**config.mk**
```make
export PLATFORM = sky130hd
export DESIGN_NAME = winner_tree_replace_flat
export DESIGN_NICKNAME = d
export VERILOG_FILES = /design/src/wtr_pkg.sv /design/src/wtr_if.sv /design/src/wtr_ram.sv /design/src/winner_tree_replace.sv /design/src/flat_wrapper.sv
export SDC_FILE = /design/constraint.sdc
export NUM_CORES = 1
export LEC_CHECK = 0
export BUFFER_PORTS_ARGS = -buffer_cell sky130_fd_sc_hd__buf_2
export CAP_MARGIN = 40
export CORE_UTILIZATION = 30
export DETAILED_ROUTE_END_ITERATION = 10
export PLACE_DENSITY = 0.45
export SLEW_MARGIN = 40
export SYNTH_ARGS = -nofsm -noshare
export SYNTH_HDL_FRONTEND = slang
export SYNTH_SLANG_ARGS = --single-unit
```
**constraint.sdc**
```tcl
create_clock -name i_clk -period 4.4 [get_ports i_clk]
set_clock_uncertainty 0.2 [all_clocks]
set_input_delay 0.44 -clock i_clk [delete_from_list [all_inputs] [get_ports i_clk]]
set_output_delay 0.44 -clock i_clk [all_outputs]
set_load 0.1 [all_outputs]
```
**src/wtr_pkg.sv**
```systemverilog
// Shared types, constants and the sequencer's control store for the winner tree.
// Depends on nothing; the interfaces, the top level and the testbench import it.
package wtr_pkg;

    // Field widths of the request and response payloads
    localparam int IDX_W      = 4;
    localparam int VAL_W      = 32;
    localparam int LEAVES_DEF = 16;

    // Reset value of every leaf
    localparam logic signed [VAL_W-1:0] INT_MAX = 32'sh7FFF_FFFF;

    // Microprogram address
    typedef logic [2:0] t_upc;

    localparam t_upc UPC_CLR  = 3'd0;  // clearing pass after reset
    localparam t_upc UPC_IDLE = 3'd1;  // wait for a request
    localparam t_upc UPC_SIB  = 3'd2;  // read sibling's winner
    localparam t_upc UPC_VAL  = 3'd3;  // read sibling winner's leaf value
    localparam t_upc UPC_CMP  = 3'd4;  // play the match, step up one level
    localparam t_upc UPC_PUT  = 3'd5;  // hand result to output register

    // Branch conditions
    typedef enum logic [2:0] {
        COND_ALWAYS   = 3'd0,
        COND_IN       = 3'd1,
        COND_ROOT     = 3'd2,
        COND_OUT_FREE = 3'd3,
        COND_CLR_DONE = 3'd4
    } t_cond;

    // One control word
    typedef struct packed {
        logic  take;     // request port ready
        logic  rd_node;  // read node winner store
        logic  rd_leaf;  // read leaf value store
        logic  cmp;      // match and node write
        logic  put;      // load output register
        logic  clr;      // write reset contents
        t_cond cond;
        t_upc  tgt_t;    // next step when cond holds
        t_upc  tgt_f;    // next step otherwise
    } t_uword;

    // Control store
    function automatic t_uword urom(input t_upc upc);
        t_uword w;
        w = '0;
        unique case (upc)
            UPC_CLR: begin
                w.clr = 1'b1;  w.cond = COND_CLR_DONE;
                w.tgt_t = UPC_IDLE;  w.tgt_f = UPC_CLR;
            end
            UPC_IDLE: begin
                w.take = 1'b1;  w.cond = COND_IN;
                w.tgt_t = UPC_SIB;  w.tgt_f = UPC_IDLE;
            end
            UPC_SIB: begin
                w.rd_node = 1'b1;  w.cond = COND_ALWAYS;
                w.tgt_t = UPC_VAL;  w.tgt_f = UPC_VAL;
            end
            UPC_VAL: begin
                w.rd_leaf = 1'b1;  w.cond = COND_ALWAYS;
                w.tgt_t = UPC_CMP;  w.tgt_f = UPC_CMP;
            end
            UPC_CMP: begin
                w.cmp = 1'b1;  w.cond = COND_ROOT;
                w.tgt_t = UPC_PUT;  w.tgt_f = UPC_SIB;
            end
            UPC_PUT: begin
                w.put = 1'b1;  w.cond = COND_OUT_FREE;
                w.tgt_t = UPC_IDLE;  w.tgt_f = UPC_PUT;
            end
            default: begin
                w.cond = COND_ALWAYS;
                w.tgt_t = UPC_CLR;  w.tgt_f = UPC_CLR;
            end
        endcase
        return w;
    endfunction

endpackage

```
**src/wtr_if.sv**
```systemverilog
// Request and response channel interfaces of the winner tree.
// Depends on wtr_pkg for the field widths.
interface wtr_req_if import wtr_pkg::*; ();
    logic                    valid;
    logic                    ready;
    logic [IDX_W-1:0]        leaf_index;
    logic signed [VAL_W-1:0] new_value;

    modport source (output valid, output leaf_index, output new_value, input ready);
    modport sink   (input valid, input leaf_index, input new_value, output ready);
endinterface

interface wtr_rsp_if import wtr_pkg::*; ();
    logic                    valid;
    logic                    ready;
    logic [IDX_W-1:0]        winner_index;
    logic signed [VAL_W-1:0] winner_value;

    modport source (output valid, output winner_index, output winner_value, input ready);
    modport sink   (input valid, input winner_index, input winner_value, output ready);
endinterface

```
**src/wtr_ram.sv**
```systemverilog
// Simple dual-port RAM: one write and one registered read per cycle.
// Depends on nothing; holds the leaf values and the node winners.
module wtr_ram #(
    parameter int WIDTH = 32,
    parameter int DEPTH = 16
) (
    input  logic                     i_clk,
    input  logic                     i_we,
    input  logic [$clog2(DEPTH)-1:0] i_waddr,
    input  logic [WIDTH-1:0]         i_wdata,
    input  logic                     i_re,
    input  logic [$clog2(DEPTH)-1:0] i_raddr,
    output logic [WIDTH-1:0]         o_rdata
);

    logic [WIDTH-1:0] r_mem [DEPTH];
    logic [WIDTH-1:0] r_rdata;

    // write port
    always_ff @(posedge i_clk) begin
        if (i_we) begin
            r_mem[i_waddr] <= i_wdata;
        end
    end

    // registered read port
    always_ff @(posedge i_clk) begin
        if (i_re) begin
            r_rdata <= r_mem[i_raddr];
        end
    end

    assign o_rdata = r_rdata;

endmodule

```
**src/winner_tree_replace.sv**
```systemverilog
// Winner tree top level: microcoded replay of one leaf-to-root path per request.
// Depends on wtr_pkg, wtr_req_if / wtr_rsp_if and wtr_ram.
//
//  channel  | dir | handshake     | payload
//  ---------+-----+---------------+------------------------------------------
//  i_req    | in  | valid / ready | leaf_index[3:0], new_value[31:0] signed
//  o_rsp    | out | valid / ready | winner_index[3:0], winner_value[31:0] signed
//
//  Each tree level of a request's path costs a node-store read, a leaf-store read and
//  a compare/write, since both stores are single-read RAMs. One request is in flight
//  at a time.
//  After reset a clearing pass loads the stores; i_req.ready is low.
//  A result waits in the output register; the next request is taken meanwhile and
//  its result holds in the last step until the register frees up.
module winner_tree_replace
    import wtr_pkg::*;
#(
    parameter int LEAVES = LEAVES_DEF
) (
    input  logic       i_clk,
    input  logic       i_rst_n,
    wtr_req_if.sink    i_req,
    wtr_rsp_if.source  o_rsp
);

    localparam int IW = $clog2(LEAVES);   // leaf index width
    localparam int PW = IW + 1;           // heap position width

    // leftmost leaf of the subtree under internal node n
    function automatic logic [IW-1:0] leftmost(input logic [IW-1:0] n);
        int            m;
        logic [PW-1:0] sh;
        m = 0;
        for (int b = 0; b < IW; b++) begin
            if (n[b]) m = b;
        end
        sh = {1'b0, n} << (IW - m);
        return sh[IW-1:0];
    endfunction

    // sequencer
    t_upc   r_upc, n_upc;
    t_uword uw;
    logic   cond_ok;

    // datapath registers
    logic [PW-1:0]           r_pos;
    logic [IW-1:0]           r_cur_idx;
    logic signed [VAL_W-1:0] r_cur_val;
    logic [IW-1:0]           r_sw_idx;
    logic [IW-1:0]           r_clr;
    logic                    r_rsp_valid;
    logic [IDX_W-1:0]        r_rsp_idx;
    logic signed [VAL_W-1:0] r_rsp_val;

    logic                    accept;
    logic                    out_free;
    logic [PW-1:0]           sib_pos;
    logic [IW-1:0]           parent;
    logic [IW-1:0]           sw_idx;
    logic [IW-1:0]           node_rdata;
    logic [VAL_W-1:0]        leaf_rdata;
    logic signed [VAL_W-1:0] sib_val;
    logic                    cur_wins;

    // RAM ports
    logic                    leaf_we;
    logic [IW-1:0]           leaf_waddr;
    logic [VAL_W-1:0]        leaf_wdata;
    logic                    node_we;
    logic [IW-1:0]           node_waddr;
    logic [IW-1:0]           node_wdata;

    assign uw       = urom(r_upc);
    assign accept   = uw.take && i_req.valid;
    assign out_free = !r_rsp_valid || o_rsp.ready;
    assign sib_pos  = r_pos ^ PW'(1);
    assign parent   = r_pos[PW-1:1];
    // at leaf level the sibling is itself a leaf
    assign sw_idx   = r_pos[IW] ? sib_pos[IW-1:0] : node_rdata;
    assign sib_val  = $signed(leaf_rdata);
    // left child wins ties
    assign cur_wins = r_pos[0] ? (r_cur_val < sib_val) : (r_cur_val <= sib_val);

    // branch condition decode
    always_comb begin
        unique case (uw.cond)
            COND_ALWAYS:   cond_ok = 1'b1;
            COND_IN:       cond_ok = i_req.valid;
            COND_ROOT:     cond_ok = (parent == IW'(1));
            COND_OUT_FREE: cond_ok = out_free;
            COND_CLR_DONE: cond_ok = (r_clr == IW'(LEAVES - 1));
            default:       cond_ok = 1'b1;
        endcase
        n_upc = cond_ok ? uw.tgt_t : uw.tgt_f;
    end

    always_ff @(posedge i_clk) begin
        if (!i_rst_n) begin
            r_upc <= UPC_CLR;
            r_clr <= '0;
        end else begin
            r_upc <= n_upc;
            if (uw.clr) r_clr <= r_clr + IW'(1);
        end
    end

    // store write ports: reset contents, new leaf, match winner
    always_comb begin
        leaf_we    = uw.clr || accept;
        leaf_waddr = uw.clr ? r_clr : IW'(i_req.leaf_index);
        leaf_wdata = uw.clr ? INT_MAX : i_req.new_value;
        node_we    = uw.clr || uw.cmp;
        node_waddr = uw.clr ? r_clr : parent;
        node_wdata = uw.clr ? leftmost(r_clr) : (cur_wins ? r_cur_idx : r_sw_idx);
    end

    wtr_ram #(.WIDTH(VAL_W), .DEPTH(LEAVES)) u_leaf_ram (
        .i_clk   (i_clk),
        .i_we    (leaf_we),
        .i_waddr (leaf_waddr),
        .i_wdata (leaf_wdata),
        .i_re    (uw.rd_leaf),
        .i_raddr (sw_idx),
        .o_rdata (leaf_rdata)
    );

    wtr_ram #(.WIDTH(IW), .DEPTH(LEAVES)) u_node_ram (
        .i_clk   (i_clk),
        .i_we    (node_we),
        .i_waddr (node_waddr),
        .i_wdata (node_wdata),
        .i_re    (uw.rd_node),
        .i_raddr (sib_pos[IW-1:0]),
        .o_rdata (node_rdata)
    );

    // path registers: current position and its winner
    always_ff @(posedge i_clk) begin
        if (accept) begin
            r_pos     <= {1'b1, IW'(i_req.leaf_index)};
            r_cur_idx <= IW'(i_req.leaf_index);
            r_cur_val <= i_req.new_value;
        end else if (uw.cmp) begin
            r_pos <= {1'b0, parent};
            if (!cur_wins) begin
                r_cur_idx <= r_sw_idx;
                r_cur_val <= sib_val;
            end
        end
        if (uw.rd_leaf) r_sw_idx <= sw_idx;
    end

    // output register
    always_ff @(posedge i_clk) begin
        if (!i_rst_n) begin
            r_rsp_valid <= 1'b0;
        end else if (uw.put && out_free) begin
            r_rsp_valid <= 1'b1;
        end else if (o_rsp.ready) begin
            r_rsp_valid <= 1'b0;
        end
    end

    always_ff @(posedge i_clk) begin
        if (uw.put && out_free) begin
            r_rsp_idx <= IDX_W'(r_cur_idx);
            r_rsp_val <= r_cur_val;
        end
    end

    assign i_req.ready        = uw.take;
    assign o_rsp.valid        = r_rsp_valid;
    assign o_rsp.winner_index = r_rsp_idx;
    assign o_rsp.winner_value = r_rsp_val;

`ifndef NO_ASSERTIONS
    // a taken request starts the replay at leaf level
    a_start: assert property (@(posedge i_clk) disable iff (!i_rst_n)
        accept |=> (r_upc == UPC_SIB) && r_pos[IW])
        else $error("replay did not start at leaf level");

    // matches are only played below the root
    a_cmp_pos: assert property (@(posedge i_clk) disable iff (!i_rst_n)
        (r_upc == UPC_CMP) |-> (r_pos > PW'(1)))
        else $error("match played at or above root");

    // no request during the clearing pass
    a_clr_block: assert property (@(posedge i_clk) disable iff (!i_rst_n)
        (r_upc == UPC_CLR) |-> !i_req.ready)
        else $error("request taken while clearing");

    // a pending result is never overwritten
    a_no_overwrite: assert property (@(posedge i_clk) disable iff (!i_rst_n)
        (r_rsp_valid && !o_rsp.ready) |=> $stable(r_rsp_val) && $stable(r_rsp_idx))
        else $error("pending result overwritten");
`endif

endmodule

```
**src/flat_wrapper.sv**
```systemverilog
// flat-port wrapper written by rule: the top's interface ports become plain ports
module winner_tree_replace_flat import wtr_pkg::*;
#(
    parameter int LEAVES = LEAVES_DEF
)
  (i_clk, i_rst_n, i_req_valid, i_req_leaf_index, i_req_new_value, i_req_ready, o_rsp_valid, o_rsp_winner_index, o_rsp_winner_value, o_rsp_ready);
  wtr_req_if i_req_i ();
  wtr_rsp_if o_rsp_i ();
  input  logic i_clk;
  input  logic i_rst_n;
  input wire logic [$bits(i_req_i.valid)-1:0] i_req_valid;
  input wire logic [$bits(i_req_i.leaf_index)-1:0] i_req_leaf_index;
  input wire logic [$bits(i_req_i.new_value)-1:0] i_req_new_value;
  output wire logic [$bits(i_req_i.ready)-1:0] i_req_ready;
  output wire logic [$bits(o_rsp_i.valid)-1:0] o_rsp_valid;
  output wire logic [$bits(o_rsp_i.winner_index)-1:0] o_rsp_winner_index;
  output wire logic [$bits(o_rsp_i.winner_value)-1:0] o_rsp_winner_value;
  input wire logic [$bits(o_rsp_i.ready)-1:0] o_rsp_ready;
  assign i_req_i.valid = i_req_valid;
  assign i_req_i.leaf_index = i_req_leaf_index;
  assign i_req_i.new_value = i_req_new_value;
  assign i_req_ready = i_req_i.ready;
  assign o_rsp_valid = o_rsp_i.valid;
  assign o_rsp_winner_index = o_rsp_i.winner_index;
  assign o_rsp_winner_value = o_rsp_i.winner_value;
  assign o_rsp_i.ready = o_rsp_ready;
  winner_tree_replace #(.LEAVES(LEAVES)) u_core (.i_clk(i_clk), .i_rst_n(i_rst_n), .i_req(i_req_i), .o_rsp(o_rsp_i));
endmodule
```
==> results.md, run 1 <==
* Post-route antenna net violation count at 0
* Leading area contributor after synthesis: edfxtp_1
* Core footprint at 91,800 µm²
* Clk slew on worst S/H paths at 0.06 ns
* Root buffer cell: clkbuf_16
* Worst slew margin at 0.424
* Post-synthesis average cell area at 18.5 µm²
* Synth top cells by count: edfxtp_1 (692), nand2_1 (200), mux4_2 (147), nor2_1 (54), o21ai_0 (43)
* Pin count of the biggest net entering global routing at 68
* Synth top area share at 0.747
* Max Cap Violations at 0
* Final worst-path cycle share at 0.820
* Peak VDD IR at 0.268 mV
* R2R Path End: u_core.u_node_ram.r_mem[0][2]
* Final core area utilization at 0.358
* First-pass GRT wire length at 108 mm
* HPWL Detailed at 44.2 mm
* N_diodes at 0
* Syn-to-layout area delta at 18.1%
* Clock sink total at 701
* GP Congestion at 0.771
* Synth warn at 0
* CP endpoint kind: register
* CP Data Required Time at 4.55 ns
* Vias in the first global route at 15,156
* Status: complete, no violations
* Hold Path Class: in2reg
* CP Max Fanout at 16
* Final min period at 3.61 ns
* CTS tree: done
* Design area at 32,900 µm²
* Critical path class: reg2reg
* Setup TNS Final at 0 ns
* Post-synth EDFFs at 692
* Final worst slack at 0.792 ns
* Static leakage power at 10.1 nW
* WL per Instance at 25.1 µm
* Row count at 111
* Port bufs at 77
* Longest Clk Path Bufs at 3
* Worst-Margin Slew at 0.864 ns
* Netlist Area Pre-Place at 27,800 µm²
* Pins Over Slew Limit at 0
* Max Fclk at 277 MHz
* Hold_ws at 0.0320 ns
* Top Ports at 78
* Count leader, synth: edfxtp_1
* Die extent in x at 307 µm
* Crit path DAT at 3.76 ns
* Library cells used by synthesis at 49
* Worst slack at placement at 0.791 ns
* Syn_nets at 1,580
* Starting density of the core at 0.303
* Hold Crit Depth at 3
* Clk_lat worst skew at 0.64 ns
* Syn Inst Count at 1,506
* TritonRoute pass-1 iters at 5
* R2r setup slk at 0.79 ns
* Gr usage total at 0.160
* Pwr per Cell Area at 447 nW/µm²
* Most used DFF post-synth: edfxtp_1
* Post-cts sizing count at 0
* Post-synthesis sequential area ratio at 0.753
* Final Hold Vio Count at 0
* Final WL at 74.6 mm
* Post-synthesis async set-or-reset flop share at 0
* Layout cells sized above 1 at 0.235
* Worst Reg-to-Reg Cells at 9
* Initial antenna violation count at 0
* Via count at 14,425
* Crit start category: register
* Final setup fails at 0
* CTS HTree Levels at 3
* RR Startpoint: u_core.r_cur_val[29]
* RSZ-0062 raised after global routing: no
* DRT iter0 DRCs at 1,261
* Register bit count reported by yosys at 701
* DP Cell Count at 2,792
* HP Start: i_req_new_value[2]
* Post-CTS Setup Bufs at 0
* Final #Nets at 1,735
* Final std cells w/o fill at 2,967
* Worst Hold End: u_core.r_cur_val[2]
* Die Footprint at 93,900 µm²
* Vias per cell at 4.86
* CTS buffer count at 78
* Synth top area cells: edfxtp_1 (75%), mux4_2 (12%), nand2_1 (2.7%), ha_1 (1.5%), a31oi_1 (0.83%)
* Total Power at 14.7 mW
* GRT Residual Overflow at 0
* Cell Area, Placed at 30,100 µm²
* Number of remaining DRC errors at 0
* Die height at 307 µm
state kept, by name (all words and copies together) (netlist names):
register	flops
u_core.o_rsp.valid	1
u_core.o_rsp.winner_index	4
u_core.o_rsp.winner_value	32
u_core.r_clr	4
u_core.r_cur_idx	4
u_core.r_cur_val	32
u_core.r_pos	5
u_core.r_sw_idx	4
u_core.r_upc	3
u_core.u_leaf_ram.o_rdata	32
u_core.u_leaf_ram.r_mem	512
u_core.u_node_ram.o_rdata	4
u_core.u_node_ram.r_mem	64
final cells by class:
class / instances / area (µm²)
Clock buffer: 93 / 2010
Clock inverter: 50 / 457
Fill cell: 8588 / 58900
Inverter: 41 / 161
Multi-Input combinational cell: 688 / 6520
Sequential cell: 701 / 21000
Tap cell: 1243 / 1560
Timing Repair Buffer: 151 / 1190
how the worst max path moves through the flow:
stage | cells past startpoint | from | slack, ns | end
after global routing | 7 | u_core.r_upc[0] | 0.58 | u_core.u_leaf_ram.r_mem[6][19]
after floorplan | 8 | u_core.r_cur_val[29] | 0.62 | u_core.r_cur_val[0]
after detailed placement | 9 | u_core.r_cur_val[31] | 0.79 | u_core.u_node_ram.r_mem[1][2]
final | 9 | u_core.r_cur_val[29] | 0.79 | u_core.u_node_ram.r_mem[0][2]
after CTS | 9 | u_core.r_cur_val[29] | 0.79 | u_core.u_node_ram.r_mem[14][2]
after global placement | 9 | u_core.r_cur_val[31] | -0.08 | u_core.u_node_ram.r_mem[3][2]
per-layer routing:
metal,vias up,wire length (µm),track usage
met4,0,1540,0.0490
met5,-,0,0
li1,6275,-,-
met3,92,3350,0.0276
met2,378,35900,0.261
met1,7680,33800,0.219
kinds of logic after synthesis:
| group | Yosys count | share of synthesized area |
|---|---|---|
| compound gates | 129 | 0.0271 |
| xor+xnor | 2 | 0.000630 |
| fa+ha+maj | 34 | 0.0153 |
| buf+inv | 117 | 0.0207 |
| flops | 701 | 0.753 |
| mux | 157 | 0.123 |
| simple gates | 366 | 0.0601 |
where the power goes:
group          switching, mW  total (mW)  internal (mW)
Sequential            0.0224        7.36           7.34
Combinational          0.591       0.986          0.394
Clock                   2.74        6.33           3.59
Total                   3.35        14.7           11.3
cell usage in the layout (no fill, tap or decap), types with 31 or more instances in the layout:
cell type / synthesis / layout
a31oi_1: 37 / 34
and3_1: 34 / 33
buf_2: 16 / 78
clkbuf_16: 0 / 78
dlygate4sd3_1: 0 / 31
edfxtp_1: 692 / 692
ha_1: 34 / 34
inv_1: 41 / 39
mux4_2: 147 / 147
nand2_1: 200 / 200
nand2b_1: 32 / 32
nor2_1: 54 / 38
o21ai_0: 43 / 42
critical path, stage by stage (launching register included):
cell,delay [ns]
edfxtp_1,0.40
ha_1,0.31
a21oi_1,0.15
o21bai_1,0.23
a2111oi_2,0.69
a21o_1,0.26
a31oi_1,0.09
nand3b_4,0.25
mux2i_1,0.20
a21oi_2,0.53
repair_timing:
item	CTS	global route
hold buffers	31	0
endpoints found under the setup margin	0	0
endpoints found under the hold margin	37	0
No activity file was read; power rests on OpenSTA's default activity.
==> inputs of run 2 (changes only) <==
==> constraint.sdc (replaced) <==
create_clock -name i_clk -period 2.9 [get_ports i_clk]
set_clock_uncertainty 0.2 [all_clocks]
set_input_delay 0.29 -clock i_clk [delete_from_list [all_inputs] [get_ports i_clk]]
set_output_delay 0.29 -clock i_clk [all_outputs]
set_load 0.1 [all_outputs]
==> run 2 against run 1 <==
  * The run now ends with setup timing left
  * Count of clock-buffer cells in the layout is 12 higher
  * Worst setup slack worse by 1.0 ns
  * Largest power group unchanged
  * Register-to-register slack worse by 1.0 ns
  * Sequential cell count stayed put
  * Worst hold slack better by 0.020 ns
==> results.md, run 2 (same netlist as run 1, synthesis figures left out) <==
* Status: finished with violations
* Failing checks: setup timing
* Post-route antenna net violation count at 0 (unchanged)
* Crit path from: u_core.r_cur_val[18]
* Final WL at 76.5 mm (+2.5%)
* N_diodes at 0 (unchanged)
* RSZ-0062 raised after global routing: yes
* Met3 Usage GRT at 0.0253 (-0.00234)
* CTS buffer count at 78 (unchanged)
* DRT iter0 DRCs at 1,262 (+0.079%)
* Initial antenna violation count at 1 (+1)
* Worst-Margin Slew at 0.791 ns (-0.0735 ns)
* Top Ports at 78 (unchanged)
* Gr usage total at 0.163 (+0.00289)
* Die extent in x at 307 µm (unchanged)
* GRT busiest layer: met2
* Final setup fails at 100 (+100)
* GRT Residual Overflow at 0 (unchanged)
* CTS HTree Levels at 3 (unchanged)
* Root buffer cell: clkbuf_16
* Number of remaining DRC errors at 0 (unchanged)
* GP Congestion at 0.801 (+3.9%)
* Vias per cell at 4.81 (-1.1%)
* Critical path class: reg2reg
* CP Max Fanout at 16 (unchanged)
* Met1 Usage GRT at 0.229 (+0.0100)
* Hold_ws at 0.0521 ns (+0.0201 ns)
* Crit start category: register
* Die Footprint at 93,900 µm² (unchanged)
* CP endpoint kind: register
* TritonRoute pass-1 iters at 5 (unchanged)
* Hold Path Class: in2reg
* Most frequent cells in the layout: edfxtp_1 (692), nand2_1 (200), mux4_2 (147)
* Layout cells sized above 1 at 0.292 (+0.0567)
* Final core area utilization at 0.373 (+0.0152)
* Final worst slack at -0.250 ns (-1.04 ns)
* Max Cap Violations at 0 (unchanged)
* Pwr per Cell Area at 648 nW/µm² (+45%)
* Largest regs: u_core.u_leaf_ram.r_mem (512), u_core.u_node_ram.r_mem (64)
* First-pass GRT wire length at 110 mm (+1.5%)
* Crit path DAT at 3.31 ns (-0.45 ns)
* Static leakage power at 10.8 nW (+6.9%)
* WL per Instance at 24.8 µm (-1.4%)
* HPWL Detailed at 44.5 mm (+0.62%)
* Port bufs at 77 (unchanged)
* Row count at 111 (unchanged)
* Clk slew on worst S/H paths at 0.06 ns (about the same)
* CTS tree: done
* HP Start: i_req_valid
* Vias in the first global route at 15,471 (+2.1%)
* Core footprint at 91,800 µm² (unchanged)
* CP Data Required Time at 3.06 ns (-1.49 ns)
* Clock sink total at 701 (unchanged)
* Most common cell after layout, fill and taps aside: edfxtp_1
* Longest Clk Path Bufs at 3 (unchanged)
* Die height at 307 µm (unchanged)
* Final Hold Vio Count at 0 (unchanged)
* Max FFs per register at 512 (unchanged)
* Peak VDD IR at 0.374 mV (+39%)
* Final min period at 3.15 ns (-0.458 ns)
* Pin count of the biggest net entering global routing at 68 (unchanged)
* Pins Over Slew Limit at 0 (unchanged)
* RR Startpoint: u_core.r_cur_val[18]
* Worst slew margin at 0.473 (+0.0490)
* Final #Nets at 1,852 (+6.7%)
* Final worst-path cycle share at 1.09 (+0.266)
* Met2 Usage GRT at 0.266 (+0.00485)
* Syn-to-layout area delta at 23.1%
* Worst slack at placement at -0.341 ns (-1.13 ns)
* Setup TNS Final at -19.67 ns (-19.67 ns)
* Clk_lat worst skew at 0.63 ns (about the same)
* Top reg by flops: u_core.u_leaf_ram.r_mem
* Starting density of the core at 0.303 (unchanged)
* Via count at 14,833 (+2.8%)
* Max Fclk at 318 MHz (+15%)
[run 2: path summary, 6_finish.rpt]
kind                            cells past startpoint                             end  slack [ns]
worst max register to register                     11  u_core.u_node_ram.r_mem[10][0]       -0.25
worst max-delay path                               11  u_core.u_node_ram.r_mem[10][0]       -0.25
worst min register to register                      0   u_core.o_rsp.winner_value[12]        0.26
worst min-delay path                                5                 u_core.r_upc[1]        0.05
[run 2: through the flow]
step	std cells	power, mW	area (µm²)
6_report	3084	22.2	34200
3_3_place_gp	2878	13.0	30900
4_1_cts	3070	22.5	33900
5_1_grt	3084	23.0	34200
2_1_floorplan	1506	12.3	27800
3_5_place_dp	2880	13.0	30900
[run 2: worst max-delay path, cell delays in order (launching register included)]
cell	delay (ns)
edfxtp_1	0.44
ha_4	0.30
nand4_1	0.20
nor4_4	0.42
a21oi_1	0.13
a21o_1	0.18
a31oi_1	0.15
nand3b_4	0.19
buf_12	0.13
mux2i_2	0.24
o22ai_1	0.12
buf_4	0.19
[run 2: what timing repair did]
item / CTS / global route
hold buffers: 39 / 0
endpoints found under the hold margin: 48 / 0
resized for setup: 11 / 37
endpoints found under the setup margin: 100 / 100
pin swaps: 8 / 5
setup buffers: 6 / 11
gates cloned: 2 / 3
[run 2: layer usage]
metal	routed length (µm)	part of all wire	vias up
li1	-	-	6516
met4	1410	0.018	0
met5	0	0	-
met2	36700	0.48	346
met3	3070	0.040	98
met1	35200	0.46	7873
[run 2: layout make-up]
cell class              instances  area (µm²)
well taps                    1243        1560
clock buffers                 105        2100
fillers                      8529       57600
flip-flops and latches        701       21000
multi-input cells             688        6720
inverters                      41         154
repair buffers                268        2440
clock inverters                38         315
[run 2: power by group]
group | switching (mW) | leakage (nW) | internal, mW
sequential | 0.0246 | 5.75 | 11.1
clock | 4.03 | 1.18 | 5.40
combinational | 0.942 | 3.84 | 0.678
total | 5.00 | 10.8 | 17.2
==> inputs of run 3 (changes only) <==
--- a/config.mk
+++ b/config.mk
@@ -7,9 +7,9 @@
 export LEC_CHECK = 0
 export BUFFER_PORTS_ARGS = -buffer_cell sky130_fd_sc_hd__buf_2
 export CAP_MARGIN = 40
-export CORE_UTILIZATION = 30
+export CORE_UTILIZATION = 45
 export DETAILED_ROUTE_END_ITERATION = 10
-export PLACE_DENSITY = 0.45
+export PLACE_DENSITY = 0.62
 export SLEW_MARGIN = 40
 export SYNTH_ARGS = -nofsm -noshare
 export SYNTH_HDL_FRONTEND = slang
==> constraint.sdc (replaced) <==
create_clock -name i_clk -period 2.9 [get_ports i_clk]
set_clock_uncertainty 0.2 [all_clocks]
set_input_delay 0.58 -clock i_clk [delete_from_list [all_inputs] [get_ports i_clk]]
set_output_delay 0.58 -clock i_clk [all_outputs]
set_load 0.1 [all_outputs]
==> run 3 against run 2 <==
  * The run still ends with setup timing left
  * First-iteration DRC count up 24%
  * Critical path depth up 3
  * Routed wire length down 9.8%
  * Sequential share of layout area up 1.8 points
  * Worst hold slack better by 0.0064 ns
  * Critical path type unchanged
  * Critical endpoint is now u_core.r_cur_val[15]
  * Highest routed layer unchanged
==> results.md, run 3 (same netlist as run 1, synthesis figures left out) <==
* Max Fclk at 315 MHz (-0.88%)
* Critical path class: reg2reg
* Final Hold Vio Count at 0 (unchanged)
* Core footprint at 60,700 µm² (-34%)
* Top Ports at 78 (unchanged)
* Final #Nets at 1,829 (-1.2%)
* DRT iter0 DRCs at 1,559 (+24%)
* TritonRoute pass-1 iters at 6 (+1)
* Final min period at 3.18 ns (+0.0280 ns)
* Max FFs per register at 512 (unchanged)
* Largest regs: u_core.u_leaf_ram.r_mem (512), u_core.u_node_ram.r_mem (64)
* Die Footprint at 62,800 µm² (-33%)
* CP endpoint kind: register
* Most frequent cells in the layout: edfxtp_1 (692), nand2_1 (200), mux4_2 (147)
* Layout cells sized above 1 at 0.304 (+0.0119)
* Status: finished with violations
* Gr usage total at 0.223 (+0.0602)
* Hold_ws at 0.0585 ns (+0.00636 ns)
* Static leakage power at 10.6 nW (-1.3%)
* Starting density of the core at 0.458 (+0.155)
* Max Cap Violations at 0 (unchanged)
* Vias per cell at 5.76 (+20%)
* Crit path DAT at 3.30 ns (about the same)
* Final WL at 69.0 mm (-9.8%)
* Pwr per Cell Area at 654 nW/µm² (+0.85%)
* WL per Instance at 26.6 µm (+7.2%)
* Clock sink total at 701 (unchanged)
* Clk slew on worst S/H paths at 0.06 ns (about the same)
* Row count at 90 (-19%)
* CP Data Required Time at 3.02 ns (-0.04 ns)
* First-pass GRT wire length at 101 mm (-7.9%)
* Pin count of the biggest net entering global routing at 68 (unchanged)
* Worst slew margin at 0.525 (+0.0524)
* Pins Over Slew Limit at 0 (unchanged)
* Most common cell after layout, fill and taps aside: edfxtp_1
* Top reg by flops: u_core.u_leaf_ram.r_mem
* Die height at 251 µm (-18%)
* RSZ-0062 raised after global routing: yes
* CTS tree: done
* Die extent in x at 251 µm (-18%)
* N_diodes at 0 (unchanged)
* Fill cells at 4,653 (-45%)
* Number of remaining DRC errors at 0 (unchanged)
* Final setup fails at 100 (unchanged)
* Peak VDD IR at 0.530 mV (+42%)
* Longest Clk Path Bufs at 3 (unchanged)
* Via count at 14,945 (+0.76%)
* HPWL Detailed at 40.5 mm (-8.9%)
* Post-route antenna net violation count at 0 (unchanged)
* Root buffer cell: clkbuf_16
* CP Max Fanout at 8 (-8)
* Final worst slack at -0.278 ns (-0.0280 ns)
* GRT Residual Overflow at 0 (unchanged)
* CTS buffer count at 74 (-5.1%)
* Failing checks: setup timing
* Crit start category: register
* GP Congestion at 0.840 (+4.8%)
* Hold Path Class: in2reg
* Worst-Margin Slew at 0.712 ns (-0.0787 ns)
* Initial antenna violation count at 0 (-1)
* Vias in the first global route at 15,190 (-1.8%)
* Final worst-path cycle share at 1.10 (+0.00967)
* Clk_lat worst skew at 0.62 ns (about the same)
* Worst slack at placement at -0.577 ns (-0.236 ns)
* Syn-to-layout area delta at 19.6%
* CTS HTree Levels at 3 (unchanged)
* Port bufs at 77 (unchanged)
-- run 3: cell count changes in the layout (fill, tap and decap cells not counted), sizes merged --
cell,previous run,this run
inv,46,45
bufinv,3,4
clkinv,29,28
buf,228,249
dlygate4sd3,39,0
clkbuf,106,96
-- run 3: worst paths after layout --
path / startpoint / cells past startpoint / slack, ns / to
setup / recovery: u_core.r_cur_val[29] / 14 / -0.28 / u_core.r_cur_val[15]
hold reg to reg: u_core.r_cur_val[6] / 1 / 0.35 / u_core.o_rsp.winner_value[6]
setup reg to reg: u_core.r_cur_val[29] / 14 / -0.28 / u_core.r_cur_val[15]
hold / removal: i_req_new_value[25] / 3 / 0.06 / u_core.r_cur_val[25]
-- run 3: power breakdown --
part / total [mW] / internal (mW) / switching [mW]
Clock: 9.07 / 5.23 / 3.83
Combinational: 1.53 / 0.643 / 0.889
Sequential: 11.1 / 11.1 / 0.0193
Total: 21.7 / 17.0 / 4.74
-- run 3: through the flow --
step	area, µm²	TNS, ns	utilization	power [mW]	cells
after floorplan	27800	-164.50	-	12.3	1506
after global placement	30500	-20.85	0.502	12.9	2441
after detailed placement	30500	-33.55	0.503	12.9	2443
after CTS	33100	-11.61	0.546	21.9	2589
after global routing	33300	-37.45	0.548	22.4	2594
final	33300	-22.85	0.548	21.7	2594
-- run 3: final cells by class --
| type | instances | area (µm²) | share of cell area |
|---|---|---|---|
| inverters | 41 | 154 | 0.00463 |
| multi-input cells | 688 | 6690 | 0.201 |
| repair buffers | 249 | 2170 | 0.0653 |
| clock inverters | 37 | 313 | 0.00940 |
| clock buffers | 96 | 2000 | 0.0600 |
| well taps | 782 | 978 | 0.0294 |
| flip-flops and latches | 701 | 21000 | 0.630 |
-- run 3: critical path: stages, from the launching register on --
cell      delay [ns]
edfxtp_1        0.43
ha_4            0.30
buf_6           0.08
nand4_1         0.10
buf_4           0.17
nor4_4          0.31
a21oi_2         0.09
a21o_1          0.18
nand4_1         0.14
nand3b_4        0.10
buf_8           0.15
buf_4           0.14
o21ai_4         0.18
buf_12          0.16
buf_12          0.13
-- run 3: routing by layer --
metal | up-vias | GRT usage | share of wire
met4 | 0 | 0.0680 | 0.024
met2 | 623 | 0.356 | 0.48
met1 | 7766 | 0.313 | 0.42
li1 | 6454 | - | -
met3 | 102 | 0.0435 | 0.074
met5 | - | 0 | 0
-- run 3: timing repair --
item / CTS / global route
endpoints found under the setup margin: 100 / 101
hold buffers: 0 / 0
endpoints found under the hold margin: 0 / 0
resized for setup: 41 / 17
gates cloned: 5 / 0
setup buffers: 8 / 6
pin swaps: 15 / 8
